File: src/sv/qts_pkg.sv
// qts_pkg: shared types, constants and helper functions of the tone sequencer
// no dependencies; used by qts_div, qts_ram users and the top level
package qts_pkg;

    // queue geometry
    localparam int QUEUE_DEPTH = 16;
    localparam int SLOT_W      = (QUEUE_DEPTH > 1) ? $clog2(QUEUE_DEPTH) : 1;
    localparam int CMD_W       = 32;

    // tone clock constant divided by the frequency
    localparam logic [15:0] TONE_DIVIDEND = 16'd65507;
    localparam int          DIV_STEPS     = 16;
    localparam int          DIV_CNT_W     = $clog2(DIV_STEPS + 1);

    // item function codes
    typedef enum logic [1:0] {
        FN_ENQUEUE = 2'd0,
        FN_PLAY    = 2'd1,
        FN_CLEAR   = 2'd2,
        FN_TICK    = 2'd3
    } t_func;

    // sequencer states
    typedef enum logic [2:0] {
        ST_IDLE = 3'b001,
        ST_READ = 3'b010,
        ST_DIV  = 3'b100
    } t_state;

    // divider request and response
    typedef struct packed {
        logic        start;
        logic [15:0] divisor;
    } t_div_req;

    typedef struct packed {
        logic        done;
        logic [15:0] quotient;
    } t_div_rsp;

    // next slot of the ring
    function automatic logic [SLOT_W-1:0] slot_after(input logic [SLOT_W-1:0] s);
        logic [SLOT_W-1:0] last;
        last = SLOT_W'(QUEUE_DEPTH - 1);
        return (s == last) ? '0 : s + SLOT_W'(1);
    endfunction

    // number of waiting commands, low four bits
    function automatic logic [3:0] queue_level(input logic [SLOT_W-1:0] wr,
                                              input logic [SLOT_W-1:0] rd);
        logic [31:0] cnt;
        if (wr >= rd) begin
            cnt = 32'(wr) - 32'(rd);
        end else begin
            cnt = 32'(QUEUE_DEPTH) - 32'(rd) + 32'(wr);
        end
        return cnt[3:0];
    endfunction

endpackage

File: src/sv/qts_ram.sv
// qts_ram: generic simple dual-port ram, one write and one registered read port
// no dependencies
module qts_ram #(
    parameter int WIDTH = 32,
    parameter int DEPTH = 16
) (
    input  logic                                    i_clk,
    input  logic                                    i_we,
    input  logic [((DEPTH > 1) ? $clog2(DEPTH) : 1)-1:0] i_waddr,
    input  logic [WIDTH-1:0]                        i_wdata,
    input  logic [((DEPTH > 1) ? $clog2(DEPTH) : 1)-1:0] i_raddr,
    output logic [WIDTH-1:0]                        o_rdata
);

    logic [WIDTH-1:0] r_mem [DEPTH];
    logic [WIDTH-1:0] r_rdata;

    // write port and registered read
    always_ff @(posedge i_clk) begin
        if (i_we) begin
            r_mem[i_waddr] <= i_wdata;
        end
        r_rdata <= r_mem[i_raddr];
    end

    assign o_rdata = r_rdata;

endmodule

File: src/sv/qts_div.sv
// qts_div: restoring divider, tone clock constant over a 16-bit frequency
// one quotient bit per cycle; depends on qts_pkg
module qts_div
    import qts_pkg::*;
(
    input  logic     i_clk,
    input  logic     i_rst_n,
    input  t_div_req i_req,
    output t_div_rsp o_rsp
);

    logic [15:0]          r_rem, n_rem;
    logic [15:0]          r_quo, n_quo;
    logic [15:0]          r_div, n_div;
    logic [DIV_CNT_W-1:0] r_cnt, n_cnt;
    logic                 r_done, n_done;
    logic [16:0]          shifted;
    logic [16:0]          diff;
    logic                 ge;

    // one restoring step per cycle
    always_comb begin
        shifted = {r_rem, r_quo[15]};
        diff    = shifted - {1'b0, r_div};
        ge      = (shifted >= {1'b0, r_div});
        n_rem   = r_rem;
        n_quo   = r_quo;
        n_div   = r_div;
        n_cnt   = r_cnt;
        n_done  = 1'b0;
        if (i_req.start) begin
            n_rem = '0;
            n_quo = TONE_DIVIDEND;
            n_div = i_req.divisor;
            n_cnt = DIV_CNT_W'(DIV_STEPS);
        end else if (r_cnt != '0) begin
            n_rem  = ge ? diff[15:0] : shifted[15:0];
            n_quo  = {r_quo[14:0], ge};
            n_cnt  = r_cnt - DIV_CNT_W'(1);
            n_done = (r_cnt == DIV_CNT_W'(1));
        end
    end

    always_ff @(posedge i_clk) begin
        if (!i_rst_n) begin
            r_cnt  <= '0;
            r_done <= 1'b0;
        end else begin
            r_cnt  <= n_cnt;
            r_done <= n_done;
        end
        r_rem <= n_rem;
        r_quo <= n_quo;
        r_div <= n_div;
    end

    assign o_rsp.done     = r_done;
    assign o_rsp.quotient = r_quo;

endmodule

File: src/sv/queued_tone_sequencer_top.sv
// Tone sequencer for a buzzer with a ring queue of (frequency, duration) commands.
// An item is taken when start is high and busy is low; its one result appears
// on the o_ result ports for a single cycle marked by o_valid, and the receiver
// cannot hold it off. Enqueue, clear, and a tick that only counts down or goes
// silent give the result in the cycle after acceptance and leave busy low. A
// play with nonzero frequency passes through ST_DIV before o_valid, and a
// tick that starts a queued tone first passes through ST_READ for the queue
// memory read; the 16-step restoring divider forms the PWM period in ST_DIV.
// busy is high from acceptance until the result cycle, in which a new item may
// already be taken. The queue holds QUEUE_DEPTH-1 commands; an enqueue into a
// full queue is dropped and flagged. No memory clearing pass runs after reset.
// Depends on qts_pkg, qts_ram, qts_div.
module queued_tone_sequencer_top
    import qts_pkg::*;
(
    input  logic        i_clk,
    input  logic        i_rst_n,
    // item channel
    input  logic        start,
    output logic        busy,
    input  logic [1:0]  i_func,
    input  logic [15:0] i_freq,
    input  logic [15:0] i_duration,
    // result channel
    output logic        o_valid,
    output logic        o_tone_on,
    output logic [15:0] o_period,
    output logic [14:0] o_duty_compare,
    output logic        o_restart,
    output logic        o_playing,
    output logic [3:0]  o_queue_level,
    output logic        o_dropped,
    // tick step register write
    input  logic        i_cfg_valid,
    output logic        o_cfg_ready,
    input  logic [9:0]  i_cfg_data
);

    t_state            r_state, n_state;
    logic [9:0]        r_tick_step, n_tick_step;
    logic [15:0]       r_remaining, n_remaining;
    logic [SLOT_W-1:0] r_wr_slot, n_wr_slot;
    logic [SLOT_W-1:0] r_rd_slot, n_rd_slot;
    logic              r_tone_active, n_tone_active;
    logic [15:0]       r_period, n_period;
    logic              r_restart, n_restart;
    logic              r_dropped, n_dropped;
    logic              r_valid, n_valid;

    logic              accept;
    logic              queue_full;
    logic              queue_empty;
    logic              ram_we;
    logic [CMD_W-1:0]  ram_wdata;
    logic [CMD_W-1:0]  ram_rdata;
    t_div_req          div_req;
    t_div_rsp          div_rsp;

    // tone command store
    qts_ram #(
        .WIDTH (CMD_W),
        .DEPTH (QUEUE_DEPTH)
    ) u_store (
        .i_clk   (i_clk),
        .i_we    (ram_we),
        .i_waddr (r_wr_slot),
        .i_wdata (ram_wdata),
        .i_raddr (r_rd_slot),
        .o_rdata (ram_rdata)
    );

    // period divider
    qts_div u_div (
        .i_clk   (i_clk),
        .i_rst_n (i_rst_n),
        .i_req   (div_req),
        .o_rsp   (div_rsp)
    );

    assign accept      = start && (r_state == ST_IDLE);
    assign queue_full  = (slot_after(r_wr_slot) == r_rd_slot);
    assign queue_empty = (r_rd_slot == r_wr_slot);
    assign ram_wdata   = {i_freq, i_duration};

    // sequencer control and state update
    always_comb begin
        n_state       = r_state;
        n_tick_step   = r_tick_step;
        n_remaining   = r_remaining;
        n_wr_slot     = r_wr_slot;
        n_rd_slot     = r_rd_slot;
        n_tone_active = r_tone_active;
        n_period      = r_period;
        n_restart     = r_restart;
        n_dropped     = r_dropped;
        n_valid       = 1'b0;
        ram_we        = 1'b0;
        div_req.start   = 1'b0;
        div_req.divisor = i_freq;

        if (i_cfg_valid) begin
            n_tick_step = i_cfg_data;
        end

        unique case (r_state)
            ST_IDLE: begin
                if (accept) begin
                    n_restart = 1'b0;
                    n_dropped = 1'b0;
                    unique case (t_func'(i_func))
                        FN_ENQUEUE: begin
                            n_valid = 1'b1;
                            if (queue_full) begin
                                n_dropped = 1'b1;
                            end else begin
                                ram_we    = 1'b1;
                                n_wr_slot = slot_after(r_wr_slot);
                            end
                        end
                        FN_PLAY: begin
                            n_remaining = i_duration;
                            if (i_freq != '0) begin
                                div_req.start = 1'b1;
                                n_state       = ST_DIV;
                            end else begin
                                n_tone_active = 1'b0;
                                n_valid       = 1'b1;
                            end
                        end
                        FN_CLEAR: begin
                            n_rd_slot     = r_wr_slot;
                            n_tone_active = 1'b0;
                            n_remaining   = '0;
                            n_valid       = 1'b1;
                        end
                        FN_TICK: begin
                            if (r_remaining > 16'(r_tick_step)) begin
                                n_remaining = r_remaining - 16'(r_tick_step);
                                n_valid     = 1'b1;
                            end else if (!queue_empty) begin
                                n_state = ST_READ;
                            end else begin
                                n_tone_active = 1'b0;
                                n_remaining   = '0;
                                n_valid       = 1'b1;
                            end
                        end
                        default: begin
                            n_valid = 1'b1;
                        end
                    endcase
                end
            end
            ST_READ: begin
                // queued command is on the memory output now
                n_remaining     = ram_rdata[15:0];
                n_rd_slot       = slot_after(r_rd_slot);
                div_req.divisor = ram_rdata[31:16];
                if (ram_rdata[31:16] != '0) begin
                    div_req.start = 1'b1;
                    n_state       = ST_DIV;
                end else begin
                    n_tone_active = 1'b0;
                    n_valid       = 1'b1;
                    n_state       = ST_IDLE;
                end
            end
            ST_DIV: begin
                if (div_rsp.done) begin
                    n_period      = div_rsp.quotient;
                    n_tone_active = 1'b1;
                    n_restart     = 1'b1;
                    n_valid       = 1'b1;
                    n_state       = ST_IDLE;
                end
            end
            default: begin
                n_state = ST_IDLE;
            end
        endcase
    end

    // registers
    always_ff @(posedge i_clk) begin
        if (!i_rst_n) begin
            r_state       <= ST_IDLE;
            r_tick_step   <= 10'd1;
            r_remaining   <= '0;
            r_wr_slot     <= '0;
            r_rd_slot     <= '0;
            r_tone_active <= 1'b0;
            r_period      <= '0;
            r_restart     <= 1'b0;
            r_dropped     <= 1'b0;
            r_valid       <= 1'b0;
        end else begin
            r_state       <= n_state;
            r_tick_step   <= n_tick_step;
            r_remaining   <= n_remaining;
            r_wr_slot     <= n_wr_slot;
            r_rd_slot     <= n_rd_slot;
            r_tone_active <= n_tone_active;
            r_period      <= n_period;
            r_restart     <= n_restart;
            r_dropped     <= n_dropped;
            r_valid       <= n_valid;
        end
    end

    // result ports, stable until the next accepted item
    assign busy           = (r_state != ST_IDLE);
    assign o_cfg_ready    = 1'b1;
    assign o_valid        = r_valid;
    assign o_tone_on      = r_tone_active;
    assign o_period       = r_tone_active ? r_period : '0;
    assign o_duty_compare = r_tone_active ? r_period[15:1] : '0;
    assign o_restart      = r_restart;
    assign o_playing      = (r_remaining != '0);
    assign o_queue_level  = queue_level(r_wr_slot, r_rd_slot);
    assign o_dropped      = r_dropped;

endmodule

File: config.mk
export PLATFORM = sky130hd
export DESIGN_NAME = queued_tone_sequencer_top
export DESIGN_NICKNAME = d
export VERILOG_FILES = /design/src/sv/qts_pkg.sv /design/src/sv/qts_ram.sv /design/src/sv/qts_div.sv /design/src/sv/queued_tone_sequencer_top.sv
export SDC_FILE = /design/constraint.sdc
export NUM_CORES = 1
export LEC_CHECK = 0
export ABC_AREA = 1
export BUFFER_PORTS_ARGS = -buffer_cell sky130_fd_sc_hd__buf_2
export CAP_MARGIN = 20
export CORE_MARGIN = 4
export CORE_UTILIZATION = 45
export DETAILED_ROUTE_END_ITERATION = 16
export HOLD_SLACK_MARGIN = 0.08
export PLACE_DENSITY = 0.69
export SYNTH_ARGS = -nofsm -noshare
export SYNTH_HDL_FRONTEND = slang
export SYNTH_HIERARCHICAL = 1
export SYNTH_SLANG_ARGS = --single-unit
File: constraint.sdc
create_clock -name i_clk -period 5.1 [get_ports i_clk]
set_clock_uncertainty 0.05 [all_clocks]
set_input_delay 0 -clock i_clk [delete_from_list [all_inputs] [get_ports i_clk]]
set_output_delay 0 -clock i_clk [all_outputs]
set_load 0.02 [all_outputs]
### Word level (Yosys, flattened, before mapping)

Memory sizes are Yosys's and may differ from the RTL's. A register that Yosys moved wholly into a read port is not among the register bits.
Index checks and enable logic that the tools add are counted.

* output and inout bits: 42
* memory bits (writable): 512
* input port bits: 48
* logic and storage cells: 132
* memories kept: 1
* bits in registers: 111

Memory list
* u_store.r_mem: depth 16, bits a word 32, rd ports 1, clocked after memory_dff 1, write ports 1, line qts_ram.sv:15 `logic [WIDTH-1:0] r_mem [DEPTH];`

* reduce and logical (&&, ||, !) cells: 21
* equality and inequality tests: 24
* muxes and demuxes: 56
* $lt $le $gt $ge: 3
* bitwise logic cells: 3
* add/sub/neg operators: 8

Operator list (count)
* 2-to-1 mux 16 bit: 6
* one-hot mux 16 bit (3 select lines): 1
* nonzero test 16 bit: 3
* one-hot mux 16 bit (2 select lines): 1
* 2-to-1 mux 1 bit: 25
* 2-to-1 mux 4 bit: 5
* 2-to-1 mux 3 bit: 6
* greater-or-equal comparator 17 x 16 -> 1 bit: 1
* > comparator 16 x 10 -> 1 bit: 1
* subtractor 16 x 10 -> 16 bit: 1
* subtractor 16 bit: 1
* 2-to-1 mux 15 bit: 1
* != test 3 bit (second input constant): 5
* one-hot mux 1 bit (3 select lines): 4
* 2-to-1 mux 5 bit: 2
* one-hot mux 3 bit (3 select lines): 1
* adder 4 x 1 -> 4 bit (second input constant): 2
* equality test 4 bit: 2
* equality test 4 bit (second input constant): 2
* one-hot mux 4 bit (2 select lines): 1
* AND reduction 4 bit: 2
* AND reduction 8 bit: 1
* != test 3 x 1 -> 1 bit (second input constant): 2
* one-hot mux 3 bit (2 select lines): 1
* 27 further kinds: 38

### Depth between registers and ports, before layout

Gate-level depths: netlist (run 1).

* depth after elaboration: 9
* mapped depth: 17
* mapped depth without buffers: 16

### Hierarchy

Netlist (run 1), hierarchy kept.

By module, submodules not included
* qts_ram: area an instance 22730.6 um^2, cells an instance 2120, times used 1, sequential area each 16015.4 um^2
* queued_tone_sequencer_top: area an instance 4296.6 um^2, cells an instance 720, times used 1, sequential area each 1141.1 um^2
* qts_div: area an instance 3179.3 um^2, cells an instance 452, times used 1, sequential area each 1241.2 um^2

### Least setup slack after synthesis (run 1)

OpenSTA, ideal clock, no wires.

* kind: register -> register
* start point: reg r_wr_slot[1]
* end point: mem u_store.r_mem[12][0], enable pin
* slack: 1.692 ns
* arrival: 2.937 ns
* path buffers: 0
* cell stages (with the launch flop): 10
* setup time: 0.421 ns
* required time: 4.629 ns
* period minus slack after synthesis: 3.408 ns
* cells stage by stage: dfxtp_1 -> ha_1 -> nand2_1 -> o21ai_0 -> xor2_1 -> nand4_1 -> nand2_1 -> inv_1 -> nand3_1 -> nor2_1

* longest elaborated chain between the ends: 9
* elaborated cells on any way between the ends: 10
* classes of those cells: add/sub: 1; eq/ne: 2; mux: 7

Ends and longest elaborated chain
* start: declaration: line queued_tone_sequencer_top.sv:42 `logic [SLOT_W-1:0] r_wr_slot, n_wr_slot;`
* start signal: assignment: line queued_tone_sequencer_top.sv:200 `r_wr_slot <= n_wr_slot;`
* adder 4 x 1 -> 4 bit / equality test 4 bit (equally long branches): line qts_pkg.sv:45 `return (s == last) ? '0 : s + SLOT_W'(1);`
* 2-to-1 mux 4 bit *: line qts_pkg.sv:45
* equality test 4 bit *: line queued_tone_sequencer_top.sv:81 `assign queue_full = (slot_after(r_wr_slot) == r_rd_slot);`
* 2-to-1 mux 1 bit *: line queued_tone_sequencer_top.sv:113 `if (queue_full) begin`
* 2-to-1 mux 1 bit *: line queued_tone_sequencer_top.sv:110 `unique case (t_func'(i_func))`
* 2-to-1 mux 1 bit *: line queued_tone_sequencer_top.sv:107 `if (accept) begin`
* 2-to-1 mux 1 bit *: line queued_tone_sequencer_top.sv:105 `unique case (r_state)`
* net ram_we: line queued_tone_sequencer_top.sv:53 `logic ram_we;`
* 2-to-1 mux 1 bit *: line qts_ram.sv:20 `if (i_we) begin`
* 2-to-1 mux 1 bit (implied by the code) *: line qts_ram.sv:21 `r_mem[i_waddr] <= i_wdata;`
* end: declaration: line qts_ram.sv:15

Mark *: on every way through the listed nets, which the timed path passes. The rest lies on a longest branch.

### Worst setup path after layout (run 1)

* start point: reg r_state[0]
* end point: mem u_store.r_mem[12][17], enable pin

* longest elaborated chain between the ends: 6

Ends and longest elaborated chain
* start: declaration: line queued_tone_sequencer_top.sv:39 `t_state r_state, n_state;`
* start signal: assignment: line queued_tone_sequencer_top.sv:197 `r_state <= n_state;`
* equality test 3 x 1 -> 1 bit *: line queued_tone_sequencer_top.sv:80, queued_tone_sequencer_top.sv:105
* logical AND 1 bit: line queued_tone_sequencer_top.sv:80 `assign accept = start && (r_state == ST_IDLE);`
* 2-to-1 mux 1 bit: line queued_tone_sequencer_top.sv:107
* 2-to-1 mux 1 bit *: line queued_tone_sequencer_top.sv:105
* net ram_we: line queued_tone_sequencer_top.sv:53
* 2-to-1 mux 1 bit *: line qts_ram.sv:20
* 2-to-1 mux 1 bit (implied by the code) *: line qts_ram.sv:21

Marked as above.

==> summary.txt, run 1 <==
Outcome
  – Run status: finished, final reports clean

Global routing
  – Vias in the first global route: 20,400
  – Initial antenna violation count: 1
  – Overflow after GRT: 0
  – Routing usage on met3: 3.960%
  – M1 GR Usage: 30.14%
  – GRT Total Usage: 20.74%
  – Global-route layer with the greatest usage: met2
  – Met2 usage: 31.95%
  – First-pass GRT wire length: 115.9 mm
  – Largest net degree at the start of global routing: 183

Critical path
  – Crit path max fanout: 18
  – Worst reg2reg path depth: 8
  – Launching point of the worst reg2reg path: r_state[0]
  – Critical Path RT: 5360 ps
  – R2R Setup Slk: 1510 ps
  – Crit end category: flop
  – Reg2reg end: u_store/r_mem[12][17]
  – Startpoint types: flop
  – Crit path arrival time: 3850 ps
  – WS Path Type: flop to flop

Synthesis
  – Post-Synthesis Cells: 3,292
  – Mapped Area: 30,210 um2
  – Leading area contributor after synthesis: edfxtp_1
  – Sequential fraction of the synthesis area: 60.91%
  – #FFs+latches synth: 655
  – Avg Cell Area, Syn: 9.176 um2
  – Count of different cell masters after synthesis: 40
  – Ys async rst share: 0%
  – Most common cell in the synthesized netlist: nand2_1
  – Dominant cells by area after synthesis: edfxtp_1 (52%), nand2_1 (13%), dfxtp_1 (8.4%)
  – Synth top area share: 52.49%
  – Post-synth EDFFs: 528
  – Synth top cells by count: nand2_1 (1,025), inv_1 (582), edfxtp_1 (528)
  – Syn_nets: 3,377
  – Synth warn: 6
  – Dominant synthesized flop cell: edfxtp_1

Placed design
  – Gpl congestion: 0.8843
  – DPL Wire Length: 43.53 mm
  – I/O Buffers: 88
  – Post-Place Setup Slack: 1618 ps
  – Placed Instance Area: 31,280 um2
  – Cell count after placement: 4,115

Pwr
  – Design Power: 15.32 mW
  – PwrDens: 447.8 nW/um2
  – Static leakage: 15.15 nW
  – Max IR drop VDD: 0.0002380 V

Route
  – Via density: 5.087
  – ANT nets after route: 0
  – Vias: 21,960
  – Pre-antenna DRT Iters: 6
  – Iter 0 DRT Violations: 2,485
  – WL/cell: 17.47 um
  – DRC errors left: 0
  – Routed wire length: 75.39 mm

Worst hold path
  – Hold path depth: 2
  – Worst Hold End: u_store/r_mem[15][18]
  – Worst hold path class: input pin to flop
  – Hold wc startpoint: i_freq[2]

Cells and area
  – Fin cells: 4,316
  – Cell area after layout: 34,220 um2
  – Area growth, synth to finish: 13.28%
  – Final nets: 3,479
  – Layout cells sized above 1: 8.208%

Clocking
  – Clk_lat worst skew: 630 ps
  – PostCTS Resize Cnt: 0
  – CTS tree: done
  – H-tree depth: 3
  – CTS sink count: 655
  – Clk slew on worst S/H paths: 60 ps
  – CTS root buf: clkbuf_16
  – CTS buffer count: 70
  – Setup Fix Bufs, Post-CTS: 0
  – CTS Buffer Depth: 3

Die
  – Initial Util: 45.70%
  – I/O pin count: 90
  – Die area: 71,330 um2
  – Row count: 94
  – Core footprint: 66,100 um2
  – Die W: 267.1 um
  – Die Y-Extent: 267.1 um

Timing
  – Setup TNS: 0 ps
  – Fin. max-slew vios: 0
  – Worst rel slew slack: 26.27%
  – Fmax: 0.2782 GHz
  – Setup WS post-layout: 1505 ps
  – # setup viols final: 0
  – Fin crit share: 70.49%
  – Post-route minimum period: 3595 ps
  – Final Hold Fails: 0
  – RSZ-0062 raised after global routing: false
  – Worst-Margin Slew: 1103 ps

Job
  – Max Cap Viol: 0
-- worst max-delay path, cell delays in order, from the launching register on --
cell	delay (ps)
dfxtp_1	380
nand3_2	210
nor4_1	240
dlygate4sd3_1	610
nand2_1	100
inv_1	270
nand3_1	390
nor2_4	750
buf_12	280
-- placed cells by master (no fill, tap or decap), types with 17 or more instances in the layout --
master / synthesis / layout
nand3_1: 448 / 448
nor2_4: 1 / 17
clkbuf_16: 0 / 70
inv_1: 582 / 581
buf_2: 44 / 88
ha_1: 34 / 34
xor2_1: 19 / 19
nor2_1: 104 / 88
dfxtp_1: 127 / 123
nand2_1: 1025 / 1024
edfxtp_1: 528 / 528
dlygate4sd3_1: 0 / 70
o21ai_0: 77 / 77
a21oi_1: 90 / 90
-- state kept, by name (all words and copies together), names as in the netlist, 3 cells and up --
| name | cells |
|---|---|
| r_period | 16 |
| r_rd_slot | 4 |
| r_remaining | 16 |
| r_state | 3 |
| r_tick_step | 10 |
| r_wr_slot | 4 |
| u_div/r_cnt | 5 |
| u_div/r_div | 16 |
| u_div/r_quo | 16 |
| u_div/r_rem | 16 |
| u_store/o_rdata | 32 |
| u_store/r_mem | 512 |
-- metrics by stage --
| stage | util (%) | hold slack [ps] |
|---|---|---|
| after floorplan | - | 48.87 |
| after global placement | 47.18 | 165.9 |
| after detailed placement | 47.33 | 174.9 |
| after CTS | 51.71 | 218.5 |
| after global routing | 51.75 | 301.6 |
| final | 51.77 | 304.5 |
-- where the power goes --
group | leakage, nW | internal (mW) | switching (mW)
registers | 5.81 | 6.18 | 0.285
clock network | 1.07 | 2.74 | 2.10
logic | 8.27 | 1.31 | 2.70
total | 15.1 | 10.2 | 5.09
-- worst max-delay path by stage --
stage / endpoint / cells past startpoint / slack [ps] / from
finish: u_store/r_mem[12][17] / 8 / 1510 / r_state[0]
global route: u_store/r_mem[12][17] / 8 / 1360 / r_state[0]
CTS: u_store/r_mem[12][29] / 8 / 1550 / r_state[0]
detailed placement: u_store/r_mem[12][20] / 10 / 1620 / r_wr_slot[1]
global placement: u_store/r_mem[3][23] / 9 / 1680 / r_wr_slot[1]
floorplan: u_store/r_mem[12][0] / 9 / 1690 / r_wr_slot[1]
-- routing by layer --
metal	share of wire, %	vias to the layer above
li1	-	10680
met1	44	10280
met2	45	846
met3	8.3	143
met4	2.8	0
met5	0	-
-- timing repair --
| action | in CTS | in global routing |
|---|---|---|
| hold buffers | 70 | 0 |
| hold endpoints to repair | 588 | 0 |
| setup endpoints to repair | 0 | 0 |
-- kinds of logic after synthesis --
kind of cell	Yosys count	synth area share [%]
AOI/OAI and AO/OA	180	3.065
and+or+nand+nor	1645	22.98
buffers and inverters	747	10.65
DFF	655	60.91
other	1	0.01241
adders and majority gates	37	1.607
xor gates and xnor gates	27	0.7829
-- final cells by class --
cell class / count / area [um2]
Timing Repair Buffer: 186 / 1562
Clock buffer: 87 / 1836
Inverter: 591 / 2228
Clock inverter: 39 / 361.6
Antenna cell: 4 / 10.01
Fill cell: 5804 / 31880
Multi-Input combinational cell: 1890 / 8730
Tap cell: 864 / 1081
Sequential cell: 655 / 18410
No activity file was read; power rests on OpenSTA's default activity.
==> inputs of run 2 (changes only) <==
==> constraint.sdc (replaced) <==
create_clock -name i_clk -period 3.5 [get_ports i_clk]
set_clock_uncertainty 0.05 [all_clocks]
set_input_delay 0 -clock i_clk [delete_from_list [all_inputs] [get_ports i_clk]]
set_output_delay 0 -clock i_clk [all_outputs]
set_load 0.02 [all_outputs]
==> summary.txt, run 2 (synthesized netlist as in run 1, its figures left out) <==
Outcome
  – Run status: finished, final reports clean

Die
  – Core footprint: 66,100 um2 (unchanged)
  – Die area: 71,330 um2 (unchanged)
  – Row count: 94 (unchanged)
  – Die W: 267.1 um (unchanged)
  – I/O pin count: 90 (unchanged)
  – Initial Util: 45.70% (unchanged)
  – Die Y-Extent: 267.1 um (unchanged)

Timing
  – Post-route minimum period: 3146 ps (-448.8 ps)
  – Worst rel slew slack: 28.94% (+2.7 points)
  – Fin. max-slew vios: 0 (unchanged)
  – Fmax: 0.3179 GHz (+14%)
  – Fin crit share: 89.88% (+19 points)
  – Final Hold Fails: 0 (unchanged)
  – Worst-Margin Slew: 1066 ps (-37.37 ps)
  – # setup viols final: 0 (unchanged)
  – Setup TNS: 0 ps (unchanged)
  – RSZ-0062 raised after global routing: false

Route
  – ANT nets after route: 0 (unchanged)
  – Routed wire length: 73.91 mm (-2.0%)
  – WL/cell: 17.06 um (-2.3%)
  – Pre-antenna DRT Iters: 5 (-1)
  – Iter 0 DRT Violations: 2,297 (-7.6%)
  – Vias: 21,800 (-0.71%)
  – DRC errors left: 0 (unchanged)
  – Via density: 5.032 (-1.1%)

Pwr
  – Design Power: 22.26 mW (+45%)
  – PwrDens: 649.0 nW/um2 (+45%)
  – Static leakage: 15.22 nW (+0.52%)
  – Max IR drop VDD: 0.0004360 V (+83%)

Job
  – Max Cap Viol: 0 (unchanged)

Critical path
  – Worst reg2reg path depth: 8 (unchanged)
  – Worst path bufs/invs: 3 (unchanged)
  – Critical Path Stages: 8 (unchanged)
  – Crit path max fanout: 18 (unchanged)
  – Slowest cell on crit path: dlygate4sd3_1
  – Crit path arrival time: 3370 ps (-480 ps)
  – R2R Setup Slk: 350 ps (-1150 ps)
  – CP delay by family, top: buffers and inverters
  – Critical Path RT: 3720 ps (-1640 ps)
  – Crit end category: flop
  – Critical-path cell list: nand3_2, nor4_1, dlygate4sd3_1, nand2_1, inv_1, nand3_1, nor2_4, buf_4
  – CP peak stage delay: 610 ps (-140 ps)
  – WS Path Type: flop to flop
  – Startpoint types: flop

Clocking
  – Clk slew on worst S/H paths: 60 ps (about the same)
  – CTS tree: done
  – CTS buffer count: 69 (-1.4%)
  – H-tree depth: 3 (unchanged)
  – Setup Fix Bufs, Post-CTS: 0 (unchanged)
  – PostCTS Resize Cnt: 0 (unchanged)
  – Clk_lat worst skew: 610 ps (-20 ps)
  – CTS Buffer Depth: 3 (unchanged)
  – CTS root buf: clkbuf_16
  – CTS sink count: 655 (unchanged)

Cells and area
  – Cell area after layout: 34,300 um2 (+0.23%)
  – Final nets: 3,499 (+0.57%)
  – Most frequent cells in the layout: nand2_1 (1,024), inv_1 (581), edfxtp_1 (528)
  – Max reg flops: 512 (unchanged)
  – Fin cells: 4,332 (+0.37%)
  – Layout cells sized above 1: 8.768% (+0.56 points)
  – Commonest non-fill, non-tap cell in the layout: nand2_1
  – Area growth, synth to finish: 13.54%
  – Top reg by flops: u_store/r_mem

Global routing
  – GRT Total Usage: 20.53% (-0.21 points)
  – Largest net degree at the start of global routing: 205 (+12%)
  – Vias in the first global route: 20,580 (+0.86%)
  – Initial antenna violation count: 3 (+2)
  – Overflow after GRT: 0 (unchanged)
  – First-pass GRT wire length: 114.9 mm (-0.87%)

Placed design
  – Placed Instance Area: 31,440 um2 (+0.50%)
  – Cell count after placement: 4,136 (+0.51%)
  – DPL Wire Length: 44.21 mm (+1.6%)
  – I/O Buffers: 88 (unchanged)
  – Gpl congestion: 0.8667 (-2.0%)

Worst hold path
  – Hold path depth: 4 (+2)
  – Worst hold path class: input pin to flop
## run 2: worst paths after layout
check,startpoint,endpoint
worst min-delay path,i_cfg_valid,r_tick_step[3]
worst max register to register,r_state[0],u_store/r_mem[14][23]
worst min register to register,r_period[2],r_period[2]
worst max-delay path,r_state[0],u_store/r_mem[14][23]
## run 2: final cells by class
type	count	area, um2
Sequential cell	655	18410
Fill cell	5866	31800
Timing Repair Buffer	207	1699
Clock buffer	96	1921
Antenna cell	1	2.502
Multi-Input combinational cell	1890	8730
Tap cell	864	1081
Clock inverter	28	224.0
Inverter	591	2228
## run 2: what timing repair did
action	in CTS	in global routing
setup endpoints to repair	0	0
hold buffers	71	0
endpoints found under the hold margin	580	0
## run 2: routing by layer
metal	global-route usage, %	routed length, um	vias up
met5	0	0	-
met2	33.08	34040	747
met4	5.483	1924	0
met3	3.638	5264	140
met1	29.00	32680	10200
li1	-	-	10710
## run 2: metrics by stage
stage	setup WS (ps)	util [%]	hold WS [ps]
finish	354.1	51.89	288.4
global route	98.01	51.89	303.1
global placement	540.2	47.56	181.9
floorplan	92.21	-	48.87
detailed placement	529.8	47.56	187.8
CTS	364.7	51.88	217.9
## run 2: power by group
group	total [mW]	internal, mW	switching, mW
combinational	5.89	1.94	3.94
clock	6.99	4.00	2.99
sequential	9.38	9.00	0.386
## run 2: worst min-delay path, stage by stage
cell and delay [ps]:
buf_2 100, inv_2 120, a21oi_1 140, dlygate4sd3_1 540
